$ cat config.mk
export PLATFORM = sky130hd
export DESIGN_NAME = nonuniform_dft_engine_unit
export DESIGN_NICKNAME = d
export VERILOG_FILES = /design/src/rtl/core/ndft_pkg.sv /design/src/rtl/core/nonuniform_dft_engine_unit.sv /design/src/rtl/core/ndft_ram.sv /design/src/rtl/core/ndft_mac.sv
export SDC_FILE = /design/constraint.sdc
export NUM_CORES = 2
export LEC_CHECK = 0
export CORE_UTILIZATION = 70
export CTS_BUF_LIST = sky130_fd_sc_hd__clkbuf_2
export DETAILED_ROUTE_END_ITERATION = 10
export DONT_BUFFER_PORTS = 1
export GPL_TIMING_DRIVEN = 1
export PLACE_DENSITY = 0.83
export RECOVER_POWER = 100
export SYNTH_ARGS = -nofsm -noshare
export SYNTH_HDL_FRONTEND = slang
export SYNTH_SLANG_ARGS = --single-unit
$ cat constraint.sdc
create_clock -name i_clk -period 23.5 [get_ports i_clk]
set_input_delay 2.35 -clock i_clk [delete_from_list [all_inputs] [get_ports i_clk]]
set_output_delay 2.35 -clock i_clk [all_outputs]
set_load 0.01 [all_outputs]
$ cat src/rtl/core/ndft_pkg.sv
`timescale 1ns / 1ps

package ndft_pkg;

    localparam int MAX_SAMPLES = 64;
    localparam int IDX_W       = $clog2(MAX_SAMPLES);
    localparam int CNT_W       = $clog2(MAX_SAMPLES + 1);
    localparam int POS_W       = 16;
    localparam int SMP_W       = 16;
    localparam int ACC_W       = 40;
    localparam int PROD_W      = 32;
    localparam int PHASE_W     = 16;
    localparam int TIDX_W      = 8;
    localparam int QTR_W       = 6;
    localparam int RAM_W       = POS_W + SMP_W;

    localparam logic [15:0] QUARTER_SINE [0:64] = '{
        16'd0,     16'd804,   16'd1608,  16'd2410,  16'd3212,  16'd4011,  16'd4808,
        16'd5602,  16'd6393,  16'd7179,  16'd7962,  16'd8739,  16'd9512,  16'd10278,
        16'd11039, 16'd11793, 16'd12539, 16'd13279, 16'd14010, 16'd14732, 16'd15446,
        16'd16151, 16'd16846, 16'd17530, 16'd18204, 16'd18868, 16'd19519, 16'd20159,
        16'd20787, 16'd21403, 16'd22005, 16'd22594, 16'd23170, 16'd23731, 16'd24279,
        16'd24811, 16'd25329, 16'd25832, 16'd26319, 16'd26790, 16'd27245, 16'd27683,
        16'd28105, 16'd28510, 16'd28898, 16'd29268, 16'd29621, 16'd29956, 16'd30273,
        16'd30571, 16'd30852, 16'd31113, 16'd31356, 16'd31580, 16'd31785, 16'd31971,
        16'd32137, 16'd32285, 16'd32412, 16'd32521, 16'd32609, 16'd32678, 16'd32728,
        16'd32757, 16'd32767
    };

    typedef struct packed {
        logic [POS_W-1:0]        position_frac;
        logic signed [SMP_W-1:0] sample_value;
        logic                    last_sample;
    } t_in_item;

    typedef struct packed {
        logic signed [ACC_W-1:0] real_part;
        logic signed [ACC_W-1:0] imag_part;
        logic                    last_result;
    } t_out_item;

    typedef struct packed {
        logic             clear;
        logic             term_valid;
        logic [IDX_W-1:0] k;
    } t_mac_ctrl;

    typedef enum logic [1:0] {
        ST_LOAD,
        ST_RUN,
        ST_DRAIN,
        ST_OUT
    } t_state;

    // sine on a 256-point circle, Q1.15
    function automatic logic signed [15:0] sine_at(input logic [TIDX_W-1:0] idx);
        logic [1:0]       q;
        logic [QTR_W-1:0] r;
        logic [QTR_W:0]   ri;
        logic [15:0]      v;
        q  = idx[TIDX_W-1:TIDX_W-2];
        r  = idx[QTR_W-1:0];
        ri = q[0] ? (7'd64 - {1'b0, r}) : {1'b0, r};
        v  = QUARTER_SINE[ri];
        return q[1] ? -$signed(v) : $signed(v);
    endfunction

endpackage

$ cat src/rtl/core/nonuniform_dft_engine_unit.sv
`timescale 1ns / 1ps

// channel | direction | handshake                   | payload
// in      | input     | i_in_valid / o_in_ready     | i_in_data  (t_in_item)
// out     | output    | o_out_valid / i_out_ready   | o_out_data (t_out_item)
//
// each sample transfer is stored; nothing is emitted until the set closes
// a set of n samples then yields n bins, computed one after another:
//   each bin streams n terms from the sample ram through one shared complex mac
// the input is not ready from the closing sample until the last bin is transferred
// synchronous active-low reset clears the fsm, counters and valid flags only
// a stalled output holds the engine; the next bin starts after its transfer

module nonuniform_dft_engine_unit import ndft_pkg::*; (
    input  logic      i_clk,
    input  logic      i_rst_n,
    input  logic      i_in_valid,
    output logic      o_in_ready,
    input  t_in_item  i_in_data,
    output logic      o_out_valid,
    input  logic      i_out_ready,
    output t_out_item o_out_data
);

    t_state           r_state, n_state;
    logic [CNT_W-1:0] r_count;
    logic [IDX_W-1:0] r_last_idx;
    logic [IDX_W-1:0] r_j;
    logic [IDX_W-1:0] r_k;
    logic             r_rd_valid;
    logic             r_out_valid;
    t_out_item        r_out_data;

    logic             w_in_fire;
    logic             w_out_fire;
    logic             w_start;
    logic             w_drain_done;
    logic [RAM_W-1:0] w_rdata;
    t_mac_ctrl        w_mac_ctrl;
    logic signed [ACC_W-1:0] w_acc_re, w_acc_im;
    logic             w_mac_busy;

    assign o_in_ready = (r_state == ST_LOAD);
    assign w_in_fire  = i_in_valid && o_in_ready;
    assign w_out_fire = r_out_valid && i_out_ready;
    // a sample landing in the final entry closes the set even when unmarked
    assign w_start    = w_in_fire && (i_in_data.last_sample ||
                        (r_count[IDX_W-1:0] == IDX_W'(MAX_SAMPLES - 1)));
    assign w_drain_done = (r_state == ST_DRAIN) && !r_rd_valid && !w_mac_busy;

    ndft_ram #(
        .WIDTH (RAM_W),
        .DEPTH (MAX_SAMPLES)
    ) u_store (
        .i_clk   (i_clk),
        .i_we    (w_in_fire),
        .i_waddr (r_count[IDX_W-1:0]),
        .i_wdata ({i_in_data.position_frac, i_in_data.sample_value}),
        .i_re    (r_state == ST_RUN),
        .i_raddr (r_j),
        .o_rdata (w_rdata)
    );

    assign w_mac_ctrl.clear      = w_start ||
                                   (w_out_fire && !r_out_data.last_result);
    assign w_mac_ctrl.term_valid = r_rd_valid;
    assign w_mac_ctrl.k          = r_k;

    ndft_mac u_mac (
        .i_clk    (i_clk),
        .i_rst_n  (i_rst_n),
        .i_ctrl   (w_mac_ctrl),
        .i_term   (w_rdata),
        .o_acc_re (w_acc_re),
        .o_acc_im (w_acc_im),
        .o_busy   (w_mac_busy)
    );

    always_comb begin
        n_state = r_state;
        case (r_state)
            ST_LOAD: begin
                if (w_start) n_state = ST_RUN;
            end
            ST_RUN: begin
                if (r_j == r_last_idx) n_state = ST_DRAIN;
            end
            ST_DRAIN: begin
                if (w_drain_done) n_state = ST_OUT;
            end
            ST_OUT: begin
                if (w_out_fire) n_state = r_out_data.last_result ? ST_LOAD : ST_RUN;
            end
            default: begin
                n_state = ST_LOAD;
            end
        endcase
    end

    always_ff @(posedge i_clk) begin
        if (!i_rst_n) begin
            r_state     <= ST_LOAD;
            r_count     <= '0;
            r_j         <= '0;
            r_k         <= '0;
            r_rd_valid  <= 1'b0;
            r_out_valid <= 1'b0;
        end else begin
            r_state    <= n_state;
            r_rd_valid <= (r_state == ST_RUN);
            if (w_start) begin
                r_count <= '0;
            end else if (w_in_fire) begin
                r_count <= r_count + CNT_W'(1);
            end
            if (w_start || w_out_fire) begin
                r_j <= '0;
            end else if (r_state == ST_RUN) begin
                r_j <= r_j + IDX_W'(1);
            end
            if (w_start) begin
                r_k <= '0;
            end else if (w_out_fire) begin
                r_k <= r_k + IDX_W'(1);
            end
            if (w_drain_done) begin
                r_out_valid <= 1'b1;
            end else if (w_out_fire) begin
                r_out_valid <= 1'b0;
            end
        end
    end

    always_ff @(posedge i_clk) begin
        if (w_start) begin
            r_last_idx <= r_count[IDX_W-1:0];
        end
        if (w_drain_done) begin
            r_out_data.real_part   <= w_acc_re;
            r_out_data.imag_part   <= w_acc_im;
            r_out_data.last_result <= (r_k == r_last_idx);
        end
    end

    assign o_out_valid = r_out_valid;
    assign o_out_data  = r_out_data;

    a_count_range: assert property (@(posedge i_clk) disable iff (!i_rst_n)
        r_count < CNT_W'(MAX_SAMPLES))
        else $error("sample count beyond store depth");

    a_bin_range: assert property (@(posedge i_clk) disable iff (!i_rst_n)
        (r_state != ST_LOAD) |-> (r_k <= r_last_idx))
        else $error("bin index past end of set");

    a_last_reopens: assert property (@(posedge i_clk) disable iff (!i_rst_n)
        (w_out_fire && r_out_data.last_result) |=> o_in_ready)
        else $error("input not reopened after final bin");

    a_no_overlap: assert property (@(posedge i_clk) disable iff (!i_rst_n)
        r_out_valid |-> (!o_in_ready && !r_rd_valid && !w_mac_busy))
        else $error("result pending while engine active");

    a_drain_clean: assert property (@(posedge i_clk) disable iff (!i_rst_n)
        w_start |=> (!r_rd_valid && !w_mac_busy))
        else $error("terms in flight at start of set");

endmodule

$ cat src/rtl/core/ndft_ram.sv
`timescale 1ns / 1ps

module ndft_ram #(
    parameter int WIDTH = 32,
    parameter int DEPTH = 64
) (
    input  logic                     i_clk,
    input  logic                     i_we,
    input  logic [$clog2(DEPTH)-1:0] i_waddr,
    input  logic [WIDTH-1:0]         i_wdata,
    input  logic                     i_re,
    input  logic [$clog2(DEPTH)-1:0] i_raddr,
    output logic [WIDTH-1:0]         o_rdata
);

    logic [WIDTH-1:0] r_mem [0:DEPTH-1];
    logic [WIDTH-1:0] r_rdata;

    always_ff @(posedge i_clk) begin
        if (i_we) begin
            r_mem[i_waddr] <= i_wdata;
        end
        if (i_re) begin
            r_rdata <= r_mem[i_raddr];
        end
    end

    assign o_rdata = r_rdata;

endmodule

$ cat src/rtl/core/ndft_mac.sv
`timescale 1ns / 1ps

module ndft_mac import ndft_pkg::*; (
    input  logic                    i_clk,
    input  logic                    i_rst_n,
    input  t_mac_ctrl               i_ctrl,
    input  logic [RAM_W-1:0]        i_term,
    output logic signed [ACC_W-1:0] o_acc_re,
    output logic signed [ACC_W-1:0] o_acc_im,
    output logic                    o_busy
);

    logic [POS_W-1:0]          w_pos;
    logic signed [SMP_W-1:0]   w_y;
    logic [IDX_W+POS_W-1:0]    w_phase_full;
    logic [PHASE_W-1:0]        w_phase_rnd;

    logic                      r_v1, r_v2, r_v3;
    logic [TIDX_W-1:0]         r_idx;
    logic signed [SMP_W-1:0]   r_y1, r_y2;
    logic signed [15:0]        r_cos, r_sin;
    logic signed [PROD_W-1:0]  r_pc, r_ps;
    logic signed [ACC_W-1:0]   r_acc_re, r_acc_im;

    assign w_pos        = i_term[RAM_W-1:SMP_W];
    assign w_y          = $signed(i_term[SMP_W-1:0]);
    assign w_phase_full = i_ctrl.k * w_pos;
    // round to the nearest of 256 points, ties up, wrapping on the circle
    assign w_phase_rnd  = w_phase_full[PHASE_W-1:0] + PHASE_W'(128);

    always_ff @(posedge i_clk) begin
        if (!i_rst_n) begin
            r_v1 <= 1'b0;
            r_v2 <= 1'b0;
            r_v3 <= 1'b0;
        end else begin
            r_v1 <= i_ctrl.term_valid;
            r_v2 <= r_v1;
            r_v3 <= r_v2;
        end
    end

    always_ff @(posedge i_clk) begin
        // stage 1: phase index
        r_idx <= w_phase_rnd[PHASE_W-1:PHASE_W-TIDX_W];
        r_y1  <= w_y;
        // stage 2: table lookup
        r_cos <= sine_at(r_idx + TIDX_W'(64));
        r_sin <= sine_at(r_idx);
        r_y2  <= r_y1;
        // stage 3: products
        r_pc  <= r_y2 * r_cos;
        r_ps  <= r_y2 * r_sin;
    end

    always_ff @(posedge i_clk) begin
        if (i_ctrl.clear) begin
            r_acc_re <= '0;
            r_acc_im <= '0;
        end else if (r_v3) begin
            r_acc_re <= r_acc_re + ACC_W'(r_pc);
            r_acc_im <= r_acc_im + ACC_W'(r_ps);
        end
    end

    assign o_acc_re = r_acc_re;
    assign o_acc_im = r_acc_im;
    assign o_busy   = r_v1 | r_v2 | r_v3;

endmodule
==> run summary <==
The flow ran to the end, but the final reports show violations. The final reports fail on capacitance limit, slew limit. The share of the synthesized area in the top cell type is 0.553, and the number of antenna violations at the first check in global routing is 30.

The via count of the first global-routing pass came out at 72700. The biggest area contributor in the post-synthesis netlist is sky130_fd_sc_hd__edfxtp_1. For the worst setup path, the data arrival time is 15870 ps. The area growth from synthesis to layout is 6.40%. The final period utilization was 0.616; the synthesized area divided by synthesized cell count was 16.2 um^2.

The worst hold path belongs to the class flop to flop. After clock tree synthesis, the clock-pin slew on the worst setup and hold paths is 110 ps. The sequential cell area fraction in the yosys report was 0.594.

TritonCTS built the clock tree. After technology mapping, the gate count stands at 7266. Top achievable clock speed: 69.1 MHz. For the finished layout, the period the worst path requires is 14470 ps. The smallest hold slack is 307 ps, and the post-cts gate resize count is 0. The mean routed wirelength per cell is 30.5 um. The proportion of layout cells with a drive suffix above 1 is 0.210. For this design, the sink count on the clock tree is 2408.

The final worst slack was 9030 ps. Relative slew slack: -5.27. Summed over all nets, wire length on met3 after detailed routing comes to 34.7 mm. The net count after synthesis was 8174. The first detailed-routing pass ran for 7 iterations.

The number of hold violations in the final report was 0. The tools report the critical path capture point type as a flop. After detailed routing, the wire length on met1 is 103 mm. For the initial standard-cell utilization of the core, the log shows 0.704. The first global-routing pass estimated 463 mm of wire.

The number of remaining DRC errors was 0. The floorplan step defined a die boundary enclosing 170000 um^2. The HPWL after detailed placement is 191 mm. For the number of antenna-violating nets in the routed design, the log shows 0. The setup slack after placement is 16730 ps, and the placer's final routability congestion estimate is 0.916. The core outline area was 167000 um^2. The die is 412 um wide. The clock latency on the worst-skew pair was 1900 ps.

Walking the worst path, the cells encountered are clkbuf_1 > clkbuf_1 > buf_4 > mux4_2 > mux4_2 > mux4_2. Yosys printed 0 warnings. Setup repair after global routing left no endpoint under its margin.

Clock skew on the completed layout was measured at 252 ps. The logs give 0 for the total congestion overflow and 8529 for the total number of nets in the final design. The worst-margin pin slew is 9400 ps, and the largest net degree at the start of global routing is 155. Clock tree synthesis inserted a total of 590 buffers.

From bottom edge to top edge, the die measures 412 um. After filler insertion, the fill cell instance count of the layout stands at 9527. The total of max-cap violations was 87. During I/O placement, the number of pins put on the boundary was 120.

In this run, post-CTS hold repair placed 0 buffers. The most repeated cell in the gate-level netlist after synthesis was sky130_fd_sc_hd__edfxtp_1. After synthesis, the cell types taking the most area are sky130_fd_sc_hd__edfxtp_1 55%, sky130_fd_sc_hd__mux4_2 13%, sky130_fd_sc_hd__fa_1 9.7%.

After synthesis, the most frequently instantiated cells are 2167 x sky130_fd_sc_hd__edfxtp_1, 676 x sky130_fd_sc_hd__mux4_2, 656 x sky130_fd_sc_hd__inv_1. The highest routing layer actually used was met5. In the detailed route, the total length drawn on met2 is 156 mm. The number of different library cells used by synthesis comes to 94. The global-route total usage across every layer is 0.379, and the register bit total from synthesis is 2408.

The run gives 314 mm as the total wire length after detailed routing. The H-tree was split into 6 levels. Input and output buffers added on the ports amount to 0. The tools report the library cell used as clock root buffer as sky130_fd_sc_hd__clkbuf_2.

The async set-or-reset flop fraction in the synthesized netlist was 0. The cell repeated most along the worst path was sky130_fd_sc_hd__mux4_2. In this run the worst path has a maximum fanout of 149. The utilization after layout came out at 0.749.

In this design, the stage delay of the slowest critical-path cell is 6730 ps. Per-cell via count in the routed design: 6.81. Class of the most critical setup path: flop to flop. Startpoint class of the critical path: a flop.

The number of buffers on the longest clock path came out at 4. Detailed routing inserted a total of 70000 vias. The cell at the slowest stage of the critical path is sky130_fd_sc_hd__clkbuf_1. The kind of cell with the highest combined delay along the critical path is buffers and inverters. For the total setup buffers inserted after CTS, the log shows 0.

For the site row count, the log shows 150. The count of buffer and inverter cells on the critical path is 3, and the number of flops mapped to enable cells by yosys is 2167. The dominant synthesized flop cell is sky130_fd_sc_hd__edfxtp_1. Setup violations remaining at the end of the flow were counted as 0. For the setup TNS after final layout, the log shows 0 ps.

The cell area that synthesis handed to floorplanning was 118000 um^2. The tools report the required time of the critical path as 24900 ps. The iteration-0 DRC count of the detailed router is 9217. The number of max-slew violations in the final report is 2716.
path summary, 6_finish.rpt:
| check | startpoint | end | slack [ps] | depth (start not counted) |
|---|---|---|---|---|
| setup reg to reg | r_j[1] | u_store.o_rdata[8] | 9030 | 6 |
| setup / recovery | r_j[1] | u_store.o_rdata[8] | 9030 | 6 |
| hold reg to reg | u_mac.r_y1[5] | u_mac.r_y2[5] | 310 | 0 |
| hold / removal | u_mac.r_y1[5] | u_mac.r_y2[5] | 310 | 0 |
per-stage QoR:
stage	area [um^2]	instances
5_1_grt	125000	10300
3_3_place_gp	120000	9233
2_1_floorplan	118000	7266
6_report	125000	10300
3_5_place_dp	120000	9233
4_1_cts	126000	10300
registers in the layout (all words and copies together) (netlist names), 2 cells and up:
| name | cells |
|---|---|
| o_out_data | 81 |
| r_count | 6 |
| r_j | 6 |
| r_k | 6 |
| r_last_idx | 6 |
| r_state | 2 |
| u_mac.o_acc_im | 40 |
| u_mac.o_acc_re | 40 |
| u_mac.r_cos | 16 |
| u_mac.r_idx | 8 |
| u_mac.r_pc | 32 |
| u_mac.r_ps | 32 |
| u_mac.r_sin | 16 |
| u_mac.r_y1 | 16 |
| u_mac.r_y2 | 16 |
| u_store.o_rdata | 32 |
| u_store.r_mem | 2048 |
metal layers:
layer / vias to the layer above / track usage
li1: 28100 / -
met5: - / 0
met1: 35000 / 0.470
met3: 1217 / 0.0874
met4: 22 / 0.212
met2: 5598 / 0.622
area by class of cell:
type,count,area [um^2],share of cell area
well taps,2204,2760,0.0220
clock inverters,195,1020,0.00818
diodes,14,35.0,0.000280
multi-input cells,3841,44100,0.352
clock buffers,831,4160,0.0332
inverters,659,2470,0.0198
repair buffers,121,686,0.00548
flip-flops and latches,2408,69900,0.559
cells in the final DEF, fill, tap and decap left out, types with 28 or more instances in the layout:
cell type / netlist / layout
sky130_fd_sc_hd__nand3_1: 61 / 61
sky130_fd_sc_hd__buf_4: 4 / 40
sky130_fd_sc_hd__nand2_1: 452 / 452
sky130_fd_sc_hd__clkbuf_2: 0 / 831
sky130_fd_sc_hd__xor2_1: 66 / 65
sky130_fd_sc_hd__mux2i_1: 55 / 55
sky130_fd_sc_hd__and2_1: 277 / 264
sky130_fd_sc_hd__o211ai_1: 28 / 28
sky130_fd_sc_hd__o21a_1: 33 / 33
sky130_fd_sc_hd__dfxtp_1: 241 / 235
sky130_fd_sc_hd__nor2_4: 0 / 38
sky130_fd_sc_hd__fa_1: 570 / 570
sky130_fd_sc_hd__a211oi_1: 30 / 30
sky130_fd_sc_hd__nor2b_1: 30 / 30
sky130_fd_sc_hd__mux4_2: 676 / 676
sky130_fd_sc_hd__a21o_1: 67 / 67
sky130_fd_sc_hd__clkbuf_1: 267 / 76
sky130_fd_sc_hd__nor3_1: 63 / 63
sky130_fd_sc_hd__o21ai_0: 127 / 131
sky130_fd_sc_hd__edfxtp_1: 2167 / 2167
sky130_fd_sc_hd__nand2b_1: 36 / 36
sky130_fd_sc_hd__a21oi_1: 191 / 191
sky130_fd_sc_hd__inv_1: 656 / 656
sky130_fd_sc_hd__clkinv_1: 2 / 144
sky130_fd_sc_hd__nor2_1: 288 / 250
sky130_fd_sc_hd__xnor2_1: 140 / 140
sky130_fd_sc_hd__ha_1: 301 / 301
cell families (layout without fill, tap and decap cells):
logic type,Yosys count,after routing,share of synthesized area
AO/OA/AOI/OAI,691,691,0.0387
XOR/XNOR,208,208,0.0156
adder cells (fa/ha/maj),871,871,0.129
buffers and inverters,1017,1806,0.0330
flip-flops,2408,2408,0.594
multiplexers,735,735,0.134
other,0,14,0
AND/OR/NAND/NOR,1336,1336,0.0550
worst reg2reg max path, cell delays in order (launching register included):
cell and delay (ps):
sky130_fd_sc_hd__dfxtp_1 1490, sky130_fd_sc_hd__clkbuf_1 2520, sky130_fd_sc_hd__clkbuf_1 6770, sky130_fd_sc_hd__buf_4 1640
sky130_fd_sc_hd__mux4_2 550, sky130_fd_sc_hd__mux4_2 590, sky130_fd_sc_hd__mux4_2 590
Power is not shown: default switching activity piles up to over one toggle a cycle in this logic, so the estimate is an artifact.
